==> config.mk <==
export PLATFORM = sky130hd
export DESIGN_NAME = n_run_gap_segmenter
export DESIGN_NICKNAME = d
export VERILOG_FILES = /design/src/nrgs_pkg.sv /design/src/nrgs_front.sv /design/src/nrgs_queue.sv /design/src/nrgs_back.sv /design/src/n_run_gap_segmenter.sv
export VERILOG_INCLUDE_DIRS = /design/src /design/src/src
export SDC_FILE = /design/constraint.sdc
export NUM_CORES = 2
export LEC_CHECK = 0
export ABC_AREA = 1
export ABC_CLOCK_PERIOD_IN_PS = 26000
export BUFFER_PORTS_ARGS = -buffer_cell sky130_fd_sc_hd__buf_2
export CAP_MARGIN = 20
export CELL_PAD_IN_SITES_DETAIL_PLACEMENT = 0
export CELL_PAD_IN_SITES_GLOBAL_PLACEMENT = 1
export CORE_MARGIN = 2
export CORE_UTILIZATION = 43
export CTS_BUF_LIST = sky130_fd_sc_hd__clkbuf_16
export CTS_CLUSTER_DIAMETER = 200
export CTS_CLUSTER_SIZE = 16
export DETAILED_ROUTE_END_ITERATION = 12
export PLACE_DENSITY = 0.82
export SYNTH_ARGS = -nofsm -noshare
export SYNTH_HDL_FRONTEND = slang
export SYNTH_SLANG_ARGS = --single-unit
export TNS_END_PERCENT = 5
==> constraint.sdc <==
create_clock -name i_clk -period 26 [get_ports i_clk]
set_input_delay 2.6 -clock i_clk [delete_from_list [all_inputs] [get_ports i_clk]]
set_output_delay 2.6 -clock i_clk [all_outputs]
set_load 0.02 [all_outputs]
==> src/n_run_gap_segmenter_macros.svh <==
// ----------------------------------------------------------------------------
// n_run_gap_segmenter assertion macros
// Shared concurrent assertion forms, clocked on i_clk and held off in reset.
// ----------------------------------------------------------------------------
`ifndef N_RUN_GAP_SEGMENTER_MACROS_SVH
`define N_RUN_GAP_SEGMENTER_MACROS_SVH

// Consequent must hold in the same cycle as the antecedent.
`define NRGS_ASSERT_SAME(lbl, ante, cons, msg) \
    lbl: assert property (@(posedge i_clk) disable iff (!i_rst_n) \
        (ante) |-> (cons)) else $error(msg);

// Consequent must hold in the cycle after the antecedent.
`define NRGS_ASSERT_NEXT(lbl, ante, cons, msg) \
    lbl: assert property (@(posedge i_clk) disable iff (!i_rst_n) \
        (ante) |=> (cons)) else $error(msg);

`endif

==> src/nrgs_pkg.sv <==
// ----------------------------------------------------------------------------
// nrgs_pkg
// Types, constants and helper functions shared by the gap segmenter modules.
// ----------------------------------------------------------------------------
package nrgs_pkg;

    localparam int POS_BITS = 32;
    localparam int CNT_BITS = 32;
    localparam int CMP_BITS = (POS_BITS > 32) ? POS_BITS : 32;
    localparam int OUT_BITS = 32;

    localparam logic [7:0] GAP_CHAR = 8'h6E;

    localparam logic KIND_CONTIG = 1'b0;
    localparam logic KIND_GAP    = 1'b1;

    localparam logic CFG_MIN_CONTIG   = 1'b0;
    localparam logic CFG_MIN_SCAFFOLD = 1'b1;

    localparam logic [31:0] MIN_CONTIG_RESET   = 32'd25;
    localparam logic [31:0] MIN_SCAFFOLD_RESET = 32'd50000;

    typedef logic [POS_BITS-1:0] t_pos;
    typedef logic [CNT_BITS-1:0] t_cnt;

    localparam t_pos POS_MAX = '1;
    localparam t_cnt CNT_MAX = '1;

    // One record as the front end plans it; positions are 0-based, end exclusive.
    typedef struct packed {
        logic kind;
        t_pos beg;
        t_pos fin;
        t_cnt part;
        t_cnt contig;
    } t_rec;

    // Slot 0: contig closed by a gap, slot 1: the gap, slot 2: closing contig.
    typedef struct packed {
        logic [2:0]     mask;
        t_rec [2:0]     rec;
    } t_desc;

    typedef struct packed {
        logic full;
        logic empty;
    } t_qstat;

    typedef struct packed {
        logic                kind;
        logic [OUT_BITS-1:0] start_pos;
        logic [OUT_BITS-1:0] end_pos;
        logic [OUT_BITS-1:0] part_number;
        logic [OUT_BITS-1:0] contig_number;
        logic [OUT_BITS-1:0] part_length;
        logic                scaffold;
        logic                last;
    } t_out;

    function automatic t_pos sat_pos_inc(input t_pos v);
        return (v == POS_MAX) ? POS_MAX : v + t_pos'(1);
    endfunction

    function automatic t_cnt sat_cnt_add(input t_cnt v, input logic [1:0] k);
        logic [CNT_BITS:0] s;
        s = {1'b0, v} + (CNT_BITS+1)'(k);
        return s[CNT_BITS] ? CNT_MAX : s[CNT_BITS-1:0];
    endfunction

endpackage

==> src/nrgs_front.sv <==
// ----------------------------------------------------------------------------
// nrgs_front
// Accepts bases, tracks runs of n and plans the records each base causes.
// ----------------------------------------------------------------------------
module nrgs_front import nrgs_pkg::*; (
    input  logic        i_clk,
    input  logic        i_rst_n,
    input  logic        i_valid,
    input  logic [7:0]  i_char,
    input  logic        i_last,
    output logic        o_ready,
    input  logic [31:0] i_min_contig,
    input  logic        i_full,
    output logic        o_push,
    output t_desc       o_desc
);

    t_pos r_pos, r_contig_begin, r_run_begin;
    logic r_in_gap;
    t_cnt r_part, r_contig;

    t_pos n_pos, n_contig_begin, n_run_begin;
    logic n_in_gap;
    t_cnt n_part, n_contig;

    logic       acc, is_n, close_gap, v_a, v_g, v_b;
    t_pos       here, after, rb, cb_new, gap_end;
    logic [1:0] k_a, k_g, k_b;

    assign o_ready = !i_full;
    assign acc     = i_valid && o_ready;

    always_comb begin
        here     = r_pos;
        after    = sat_pos_inc(here);
        is_n     = (i_char == GAP_CHAR);
        rb       = (is_n && !r_in_gap) ? here : r_run_begin;
        // Run length here - rb never goes negative: positions only grow.
        close_gap = !is_n && r_in_gap &&
                    (CMP_BITS'(here - r_run_begin) >= CMP_BITS'(i_min_contig));
        v_g      = (is_n && i_last) || close_gap;
        v_a      = v_g && (rb != r_contig_begin);
        v_b      = !is_n && i_last;
        gap_end  = is_n ? after : here;
        cb_new   = close_gap ? here : r_contig_begin;

        k_a = {1'b0, v_a};
        k_g = {1'b0, v_g};
        k_b = {1'b0, v_b};

        o_desc.mask = {v_b, v_g, v_a};

        o_desc.rec[0].kind   = KIND_CONTIG;
        o_desc.rec[0].beg    = r_contig_begin;
        o_desc.rec[0].fin    = rb;
        o_desc.rec[0].part   = sat_cnt_add(r_part, 2'd1);
        o_desc.rec[0].contig = sat_cnt_add(r_contig, 2'd1);

        o_desc.rec[1].kind   = KIND_GAP;
        o_desc.rec[1].beg    = rb;
        o_desc.rec[1].fin    = gap_end;
        o_desc.rec[1].part   = sat_cnt_add(r_part, k_a + 2'd1);
        o_desc.rec[1].contig = '0;

        o_desc.rec[2].kind   = KIND_CONTIG;
        o_desc.rec[2].beg    = cb_new;
        o_desc.rec[2].fin    = after;
        o_desc.rec[2].part   = sat_cnt_add(r_part, k_a + k_g + 2'd1);
        o_desc.rec[2].contig = sat_cnt_add(r_contig, k_a + 2'd1);

        o_push = acc && (v_a || v_g || v_b);

        if (i_last) begin
            n_pos          = '0;
            n_contig_begin = '0;
            n_run_begin    = '0;
            n_in_gap       = 1'b0;
            n_part         = '0;
            n_contig       = '0;
        end else begin
            n_pos          = after;
            n_contig_begin = cb_new;
            n_run_begin    = rb;
            n_in_gap       = is_n;
            n_part         = sat_cnt_add(r_part, k_a + k_g + k_b);
            n_contig       = sat_cnt_add(r_contig, k_a + k_b);
        end
    end

    always_ff @(posedge i_clk) begin
        if (!i_rst_n) begin
            r_pos          <= '0;
            r_contig_begin <= '0;
            r_run_begin    <= '0;
            r_in_gap       <= 1'b0;
            r_part         <= '0;
            r_contig       <= '0;
        end else if (acc) begin
            r_pos          <= n_pos;
            r_contig_begin <= n_contig_begin;
            r_run_begin    <= n_run_begin;
            r_in_gap       <= n_in_gap;
            r_part         <= n_part;
            r_contig       <= n_contig;
        end
    end

endmodule

==> src/nrgs_queue.sv <==
// ----------------------------------------------------------------------------
// nrgs_queue
// Two-entry queue of planned record groups between front and back end.
// ----------------------------------------------------------------------------
module nrgs_queue import nrgs_pkg::*; (
    input  logic   i_clk,
    input  logic   i_rst_n,
    input  logic   i_push,
    input  t_desc  i_desc,
    input  logic   i_pop,
    output t_desc  o_head,
    output t_qstat o_stat
);

    t_desc      r_mem [2];
    logic       r_wp, r_rp;
    logic [1:0] r_cnt;

    assign o_head       = r_mem[r_rp];
    assign o_stat.full  = (r_cnt == 2'd2);
    assign o_stat.empty = (r_cnt == 2'd0);

    always_ff @(posedge i_clk) begin
        if (i_push) begin
            r_mem[r_wp] <= i_desc;
        end
    end

    always_ff @(posedge i_clk) begin
        if (!i_rst_n) begin
            r_wp  <= 1'b0;
            r_rp  <= 1'b0;
            r_cnt <= 2'd0;
        end else begin
            if (i_push) begin
                r_wp <= !r_wp;
            end
            if (i_pop) begin
                r_rp <= !r_rp;
            end
            r_cnt <= r_cnt + {1'b0, i_push} - {1'b0, i_pop};
        end
    end

endmodule

==> src/nrgs_back.sv <==
// ----------------------------------------------------------------------------
// nrgs_back
// Issues planned records into the output register, one per cycle when ready.
// ----------------------------------------------------------------------------
module nrgs_back import nrgs_pkg::*; (
    input  logic        i_clk,
    input  logic        i_rst_n,
    input  t_desc       i_head,
    input  t_qstat      i_stat,
    output logic        o_pop,
    input  logic [31:0] i_min_scaffold,
    output logic        o_valid,
    input  logic        i_ready,
    output t_out        o_rec
);

    logic [2:0] r_done;
    logic       r_valid;
    t_out       r_rec;

    logic [2:0] pending, pick, rest;
    logic [1:0] sel;
    logic       load, last;
    t_rec       cur;
    t_pos       len;
    t_out       n_rec;

    always_comb begin
        pending = i_stat.empty ? 3'b000 : (i_head.mask & ~r_done);
        if (pending[0]) begin
            sel  = 2'd0;
            pick = 3'b001;
        end else if (pending[1]) begin
            sel  = 2'd1;
            pick = 3'b010;
        end else begin
            sel  = 2'd2;
            pick = 3'b100;
        end
        rest = pending & ~pick;
        last = (rest == 3'b000);
        load = (pending != 3'b000) && (!r_valid || i_ready);
        o_pop = load && last;

        cur = i_head.rec[sel];
        len = (cur.fin >= cur.beg) ? (cur.fin - cur.beg) : '0;
        n_rec.kind          = cur.kind;
        n_rec.start_pos     = OUT_BITS'(sat_pos_inc(cur.beg));
        n_rec.end_pos       = OUT_BITS'(cur.fin);
        n_rec.part_number   = OUT_BITS'(cur.part);
        n_rec.contig_number = OUT_BITS'(cur.contig);
        n_rec.part_length   = OUT_BITS'(len);
        n_rec.scaffold      = (cur.kind == KIND_GAP) &&
                              (CMP_BITS'(len) >= CMP_BITS'(i_min_scaffold));
        n_rec.last          = last;
    end

    always_ff @(posedge i_clk) begin
        if (!i_rst_n) begin
            r_done  <= 3'b000;
            r_valid <= 1'b0;
        end else begin
            if (load) begin
                r_done  <= last ? 3'b000 : (r_done | pick);
                r_valid <= 1'b1;
            end else if (i_ready) begin
                r_valid <= 1'b0;
            end
        end
    end

    always_ff @(posedge i_clk) begin
        if (load) begin
            r_rec <= n_rec;
        end
    end

    assign o_valid = r_valid;
    assign o_rec   = r_rec;

endmodule

==> src/n_run_gap_segmenter.sv <==
// ----------------------------------------------------------------------------
// n_run_gap_segmenter
// Splits a stream of sequence bases into contig and gap records.
// ----------------------------------------------------------------------------
// One base is accepted per clock cycle while the queue is not full. A base
// that causes at most one record leaves the rate at one transaction per cycle
// while the output is ready; a base that causes two or three records (a gap
// closing, or a gap at the end of a sequence) has them issued one after
// another, since the single output register issues one record per cycle. A
// two-entry queue between the front end (run tracking and record planning)
// and the back end (record issue) absorbs such bursts; a record passes a queue
// entry and then the output register. There is no clearing pass after reset.
// ----------------------------------------------------------------------------
module n_run_gap_segmenter import nrgs_pkg::*; (
    input  logic         i_clk,
    input  logic         i_rst_n,
    // Input stream
    input  logic         s_axis_tvalid,
    output logic         s_axis_tready,
    input  logic [7:0]   s_axis_tdata,   // [7:0] base_char
    input  logic         s_axis_tlast,   // last_base
    // Record stream
    output logic         m_axis_tvalid,
    input  logic         m_axis_tready,
    output logic [159:0] m_axis_tdata,   // start_pos, end_pos, part_number,
                                         // contig_number, part_length
    output logic [1:0]   m_axis_tuser,   // [0] record_kind, [1] scaffold_gap
    output logic         m_axis_tlast,   // last_of_run
    // Configuration writes
    input  logic         i_cfg_we,
    input  logic         i_cfg_idx,
    input  logic [31:0]  i_cfg_data
);

`include "n_run_gap_segmenter_macros.svh"

    // Config regs; the user writes only while the block is idle (unenforced).
    logic [31:0] r_min_contig;
    logic [31:0] r_min_scaffold;

    always_ff @(posedge i_clk) begin
        if (!i_rst_n) begin
            r_min_contig   <= MIN_CONTIG_RESET;
            r_min_scaffold <= MIN_SCAFFOLD_RESET;
        end else if (i_cfg_we) begin
            unique case (i_cfg_idx)
                CFG_MIN_CONTIG:   r_min_contig   <= i_cfg_data;
                CFG_MIN_SCAFFOLD: r_min_scaffold <= i_cfg_data;
                default:          r_min_contig   <= r_min_contig;
            endcase
        end
    end

    logic   push, pop;
    t_desc  desc, head;
    t_qstat qstat;
    t_out   rec;

    // The front end plans every record a base causes in one step.
    nrgs_front u_front (
        .i_clk        (i_clk),
        .i_rst_n      (i_rst_n),
        .i_valid      (s_axis_tvalid),
        .i_char       (s_axis_tdata),
        .i_last       (s_axis_tlast),
        .o_ready      (s_axis_tready),
        .i_min_contig (r_min_contig),
        .i_full       (qstat.full),
        .o_push       (push),
        .o_desc       (desc)
    );

    nrgs_queue u_queue (
        .i_clk   (i_clk),
        .i_rst_n (i_rst_n),
        .i_push  (push),
        .i_desc  (desc),
        .i_pop   (pop),
        .o_head  (head),
        .o_stat  (qstat)
    );

    // The back end walks a planned group and finishes each record's fields.
    nrgs_back u_back (
        .i_clk          (i_clk),
        .i_rst_n        (i_rst_n),
        .i_head         (head),
        .i_stat         (qstat),
        .o_pop          (pop),
        .i_min_scaffold (r_min_scaffold),
        .o_valid        (m_axis_tvalid),
        .i_ready        (m_axis_tready),
        .o_rec          (rec)
    );

    assign m_axis_tdata = {rec.part_length, rec.contig_number, rec.part_number,
                           rec.end_pos, rec.start_pos};
    assign m_axis_tuser = {rec.scaffold, rec.kind};
    assign m_axis_tlast = rec.last;

    // Gap records never carry a contig number.
    `NRGS_ASSERT_SAME(a_gap_no_contig, m_axis_tvalid && rec.kind == KIND_GAP,
        rec.contig_number == '0, "gap record with nonzero contig number")
    // Only gap records can be flagged as scaffold-level.
    `NRGS_ASSERT_SAME(a_scaffold_is_gap, m_axis_tvalid && rec.scaffold,
        rec.kind == KIND_GAP, "contig record flagged as scaffold gap")
    // The queue is never popped while empty nor pushed while full.
    `NRGS_ASSERT_SAME(a_queue_bounds, push || pop,
        !(push && qstat.full) && !(pop && qstat.empty), "queue over or underflow")
    // A stalled input side means records are waiting in the queue.
    `NRGS_ASSERT_NEXT(a_stall_has_work, !s_axis_tready,
        !qstat.empty || push, "input stalled with an empty queue")

endmodule
# Word level (Yosys, flattened, before mapping)
# Memory sizes are Yosys's and may differ from the RTL's. A register that Yosys moved wholly into a read port is not among the register bits.
# Cells that the tools add are included.
# word_totals
reg_bits	396
mem_bits_rw	710
in_bits	47
out_inout_bits	165
elab_cells	114
n_memories	1
# classes
addsub	18
order_cmp	4
eq_ne	5
mux	32
n_bitwise	6
n_reduce_logical	27
# memory_table
memory	words	width	rd	rd_ports_with_merged_regs	write_ports	line_no	rtl
u_queue.r_mem	2	355	1	1	1	nrgs_queue.sv:15	t_desc r_mem [2];
# op_table
cell	n
32-bit 2-to-1 mux	17
129-bit binary-select mux with 2-bit select	1
32-bit by 2-bit adder with 33-bit output	5
129-bit 2-to-1 mux	1
32-bit greater-or-equal comparator	3
32-bit by 1-bit adder with 33-bit output, second input constant	2
32-bit by 1-bit adder with 32-bit output, second input constant	2
32-bit == test, second input constant	2
32-bit subtractor	2
32-bit != test	1
3-bit 2-to-1 mux	4
1-bit logical AND	11
8-bit by 7-bit == test with 1-bit output, second input constant	1
1-bit 2-to-1 mux	7
3-bit AND	2
1-bit logical NOT	6
3-bit NOT	2
1-bit by 1-bit adder with 2-bit output	2
2-bit by 1-bit adder with 2-bit output	2
1-bit logical OR	4
2-bit 2-to-1 mux	2
2-bit AND reduction	2
3-bit logical NOT	1
2-bit by 3-bit less-than comparator with 1-bit output, second input constant	1
other kinds (9)	9

# Logic depth before layout (Yosys ltp)
# logic_depth
word_depth	11
depth_mapped	43
mapped_depth_nobuf	43

# Cells and area by module
# A second synthesis with hierarchy kept.
# unflattened
hier_cells	6158
area_unflattened_um2	60514.3
# by_module_without_submodules
mod	instances	cells_each	area_per_inst_um2	seq_area_each_um2
nrgs_queue	1	1246	28698.8	23522.6
nrgs_front	1	3023	17307.8	3223.1
nrgs_back	1	1546	12020.3	4974.8
n_run_gap_segmenter	1	343	2487.4	1281.2

# Worst setup path after synthesis
# No wires, ideal clock.
# synth_timing
kind	input to register
startpoint	input s_axis_tdata[0]
endpoint	memory u_queue.r_mem[0][0] in the netlist's numbering, enable pin
setup_ns	1.016
t_arrival_ns	17.070
required_time_ns	24.984
path_slack_ns	7.914
path_stages	11
path_buffers	1
path_cell_list	inv_1 > nand2_1 > nor2_2 > buf_2 > nand2_1 > inv_1 > nor2_1 > nand2_1 > nand2_1 > nand2_1 > nor2_1
# synth_between
elab_chain_cells	11
word_cells_on_any_way	16
cone_classes	eq/ne (2); mux (3); reduce/logical (11)
# synth_lines
element	line_no	rtl
start, declared	n_run_gap_segmenter.sv:20	input logic [7:0] s_axis_tdata,
8-bit by 7-bit == test with 1-bit output *	nrgs_front.sv:36	is_n = (i_char == GAP_CHAR);
parallel branches: the longest is 6 deep, another holds 32-bit 2-to-1 mux	n/a	
1-bit logical OR *	nrgs_front.sv:71	o_push = acc && (v_a || v_g || v_b);
1-bit logical AND *	nrgs_front.sv:71	
1-bit 2-to-1 mux *	nrgs_queue.sv:24	if (i_push) begin
1-bit 2-to-1 mux (implied by the code) *	nrgs_queue.sv:25	r_mem[r_wp] <= i_desc;
end, declared	nrgs_queue.sv:15	
# Mark *: on every way between the ends.

==> Implementation_results.wiki <==
{| class="wikitable"
! Metric !! Value
|-
| Switching power total || 0.002619 W
|-
| Detailed Route WL || 170,400 um
|-
| Share of synthesized flip-flops with an asynchronous set or reset || 0
|-
| Worst Path Arrival || 8460 ps
|-
| Max Root-Sink Buffers || 3
|-
| Vias per Instance || 5.557
|-
| DRT iter0 DRCs || 4,595
|-
| Final RePlAce weighted congestion || 0.9418
|-
| Portion of the post-synthesis area used by sequential elements || 0.5492
|-
| Row count || 128
|-
| Residual DRC count || 0
|-
| RSZ-0062 raised after global routing || false
|-
| Area growth, synth to finish || 8.715%
|-
| Hold-fix buffers, CTS || 0
|-
| Fraction of layout instances using a drive strength above 1 || 0.07129
|-
| Via Count || 42,480
|-
| Power per unit of standard cell area || 104.5 mW/mm2
|-
| Post-CTS repair timing setup buffer count || 0
|-
| Setup TNS Final || 0 ps
|-
| Residual antenna-violating net count after detailed routing || 0
|-
| EDFF count, synth || 809
|-
| Die area || 0.1255 mm2
|-
| Critical Path Sink || u_back.o_rec[1]
|-
| CTS Buf Count || 75
|-
| Peak VDD IR || 118.1 uV
|-
| Maximum frequency from static timing analysis || 124.4 MHz
|-
| Buffer type at the clock tree root || sky130_fd_sc_hd__clkbuf_16
|-
| Number of fillers in the final layout || 11,680
|-
| Number of pins with negative max-slew slack in the final report || 0
|-
| Routed length per placed instance || 22.29 um
|-
| Clock group share of total power || 0.186
|-
| Placed Instance Area || 0.05518 mm2
|-
| Post-synthesis instance area || 0.05276 mm2
|-
| Endpoint of the most critical register-to-register path || u_back.o_rec[1]
|-
| Via count of the first global-routing pass || 39,240
|-
| Clock latency at the later pin of the worst-skew pair || 690 ps
|-
| Crit. End Element || register
|-
| Critical Path Fanout Max || 82
|-
| Synthesis-stage register bit count || 1,043
|-
| Resized cells post-CTS || 0
|-
| Level count of the clock H-tree || 3
|-
| Final worst-path cycle share || 0.3091
|-
| Post-synthesis average cell area || 8.970 um2
|-
| Path class of the lowest-slack min-delay path || reg2reg
|-
| Net count, final || 6,160
|-
| Total iterations of the first detailed-routing run || 6
|-
| Worst-case headroom to the max-slew limit || 0.1340
|-
| Area contributors post-synth || sky130_fd_sc_hd__edfxtp_1, sky130_fd_sc_hd__nand2_1, sky130_fd_sc_hd__dfxtp_1
|-
| Total congestion overflow || 0
|-
| Element type at the critical path start || register
|-
| Worst Reg2Reg Path Length in Cells || 25
|-
| Die Y-Extent || 354.3 um
|-
| Die width || 354.3 um
|-
| Input/output buffers || 211
|-
| Commonest cells post-synth || sky130_fd_sc_hd__nand2_1, sky130_fd_sc_hd__edfxtp_1, sky130_fd_sc_hd__inv_1, sky130_fd_sc_hd__nor2_1, sky130_fd_sc_hd__nand3_1
|-
| Number of antenna violations at the first check in global routing || 4
|-
| Worst Setup Path Type || reg2reg
|-
| Synthesis Warnings || 0
|-
| Register-to-register path setup slack || 17,960 ps
|-
| Count of endpoints failing hold in the final timing report || 0
|-
| Tmin final || 8036 ps
|-
| Wire length of the first global-routing pass || 251,000 um
|-
| DPL Wire Length || 120,300 um
|-
| Largest net degree at the start of global routing || 132
|-
| Switch share || 0.4371
|-
| Seq pwr share || 0.368
|-
| Status || finished, final reports clean
|-
| Final instance area || 0.05736 mm2
|-
| Most used standard cell by instance count after synthesis || sky130_fd_sc_hd__nand2_1
|-
| TritonCTS clock tree || yes
|-
| Number of sinks on the clock net || 1,043
|-
| Reported leakage power || 22.90 nW
|-
| Boundary Pins || 212
|-
| Worst Tran Pin Value || 1299 ps
|-
| Total power consumption of the routed design || 0.005993 W
|-
| Internal || 0.003374 W
|-
| Proportion of netlist area held by the largest area contributor || 0.4605
|-
| Clock transition at the registers of the reported paths || 70 ps
|-
| Clock Skew || 45.22 ps
|-
| Total track usage || 0.2640
|-
| Main flop type after synthesis || sky130_fd_sc_hd__edfxtp_1
|-
| Post-Syn Nets || 6,079
|-
| Leading area contributor after synthesis || sky130_fd_sc_hd__edfxtp_1
|-
| Number of distinct library cell variants in the gate-level netlist after synthesis || 56
|-
| Worst Min Path Start || u_back.r_done[2]
|-
| Maxcap violations || 0
|-
| Post-synthesis instance total || 5,882
|-
| Combinational Power Share || 0.447
|-
| Endpoint required time on the critical path || 26,430 ps
|-
| Starting utilization of the core area || 0.4335
|-
| Area inside the core boundary || 0.1217 mm2
|-
| Setup violations, final || 0
|}
==> worst min-delay path by stage <==
stage               cells after the start               end
global placement                        2  u_back.r_done[2]
finish                                  2  u_back.r_done[2]
detailed placement                      2  u_back.r_done[2]
CTS                                     2  u_back.r_done[2]
global route                            2  u_back.r_done[2]
floorplan                               2  u_back.r_done[2]
==> metal layers <==
layer  share of wire  GRT usage  vias to the layer above  wire (um)
met5        0.000082          0                        -         14
met1            0.42     0.3605                    20340      71630
met3           0.075    0.03373                      264      12810
met4           0.039    0.09831                        2       6601
met2            0.47     0.4305                     1715      79370
li1                -          -                    20160          -
==> critical path, cell delays in order, from the launching register on <==
cell and delay (ps):
sky130_fd_sc_hd__dfxtp_4 870, sky130_fd_sc_hd__buf_4 770, sky130_fd_sc_hd__buf_4 870, sky130_fd_sc_hd__o21ai_0 430, sky130_fd_sc_hd__a32o_1 320, sky130_fd_sc_hd__nor2_1 440
sky130_fd_sc_hd__inv_1 90, sky130_fd_sc_hd__ha_1 230, sky130_fd_sc_hd__inv_1 70, sky130_fd_sc_hd__fa_1 250, sky130_fd_sc_hd__nand3_1 100, sky130_fd_sc_hd__nand2_1 140
sky130_fd_sc_hd__a21oi_1 150, sky130_fd_sc_hd__o21ai_1 460, sky130_fd_sc_hd__nand2_1 100, sky130_fd_sc_hd__nand3_1 780, sky130_fd_sc_hd__o21ai_0 200, sky130_fd_sc_hd__a21oi_1 360
sky130_fd_sc_hd__ha_1 320, sky130_fd_sc_hd__a21oi_1 150, sky130_fd_sc_hd__o21a_1 120, sky130_fd_sc_hd__o221ai_1 120, sky130_fd_sc_hd__a21oi_1 160, sky130_fd_sc_hd__nand3_1 90
sky130_fd_sc_hd__nand2_1 60, sky130_fd_sc_hd__inv_1 50
==> cell type report <==
| cell class | count | area, um2 | area share |
|---|---|---|---|
| Clock inverter | 56 | 240.2 | 0.004188 |
| Tap cell | 1625 | 2033 | 0.03545 |
| Inverter | 521 | 1981 | 0.03453 |
| Antenna cell | 2 | 5.005 | 0.00008726 |
| Clock buffer | 76 | 1902 | 0.03316 |
| Sequential cell | 1043 | 28980 | 0.5053 |
| Multi-Input combinational cell | 4062 | 20770 | 0.3621 |
| Timing Repair Buffer | 260 | 1444 | 0.02517 |
==> sequential cells by signal, summed over array words and instances, names as in the netlist, 3 cells and up, named ones only <==
register	cells
r_min_contig	32
r_min_scaffold	32
u_back.o_rec	163
u_back.r_done	3
u_front.here	32
u_front.r_contig	32
u_front.r_contig_begin	32
u_front.r_part	32
u_front.r_run_begin	32
u_queue.r_mem	646
==> kinds of logic after synthesis <==
kind of cell	synth area share
buffers and inverters	0.05768
AND/OR/NAND/NOR	0.2255
XOR/XNOR	0.01793
adder cells (fa/ha/maj)	0.03657
multiplexers	0.01840
AO/OA/AOI/OAI	0.09467
flip-flops	0.5492
==> placed cells by master (no fill, tap or decap), drive strengths merged, types with 7 or more instances in the layout <==
master  count
nand2    1676
edfxtp    809
inv       573
nor2      461
nand3     441
a21oi     359
o21ai     288
buf       260
dfxtp     234
ha        143
mux2i      97
xor2       83
clkbuf     76
nand4      75
nor3       67
a31oi      61
o22ai      45
o221ai     38
and2       34
or2        31
xnor2      25
o211ai     19
a21o       19
o31ai      18
nor4       17
a32o       10
nand3b     10
o21a        7
fa          7
==> power groups by stage <==
stage               Sequential [W]  Clock (W)  Combinational, W
global route               0.00222    0.00119           0.00288
detailed placement         0.00224          0           0.00266
floorplan                  0.00244          0           0.00148
finish                     0.00220    0.00111           0.00268
CTS                        0.00221    0.00114           0.00267
global placement           0.00224          0           0.00265
==> per-stage QoR <==
stage               setup slack, ps  hold slack (ps)  utilization  instances
floorplan                      7914            415.8            -       5882
global placement              17690            433.4       0.4534       7510
detailed placement            17640            441.3       0.4534       7510
CTS                           18060            452.2       0.4710       7642
global route                  17330            480.7       0.4712       7643
finish                        17960            451.7       0.4712       7645
No activity file was read; power rests on OpenSTA's default activity.
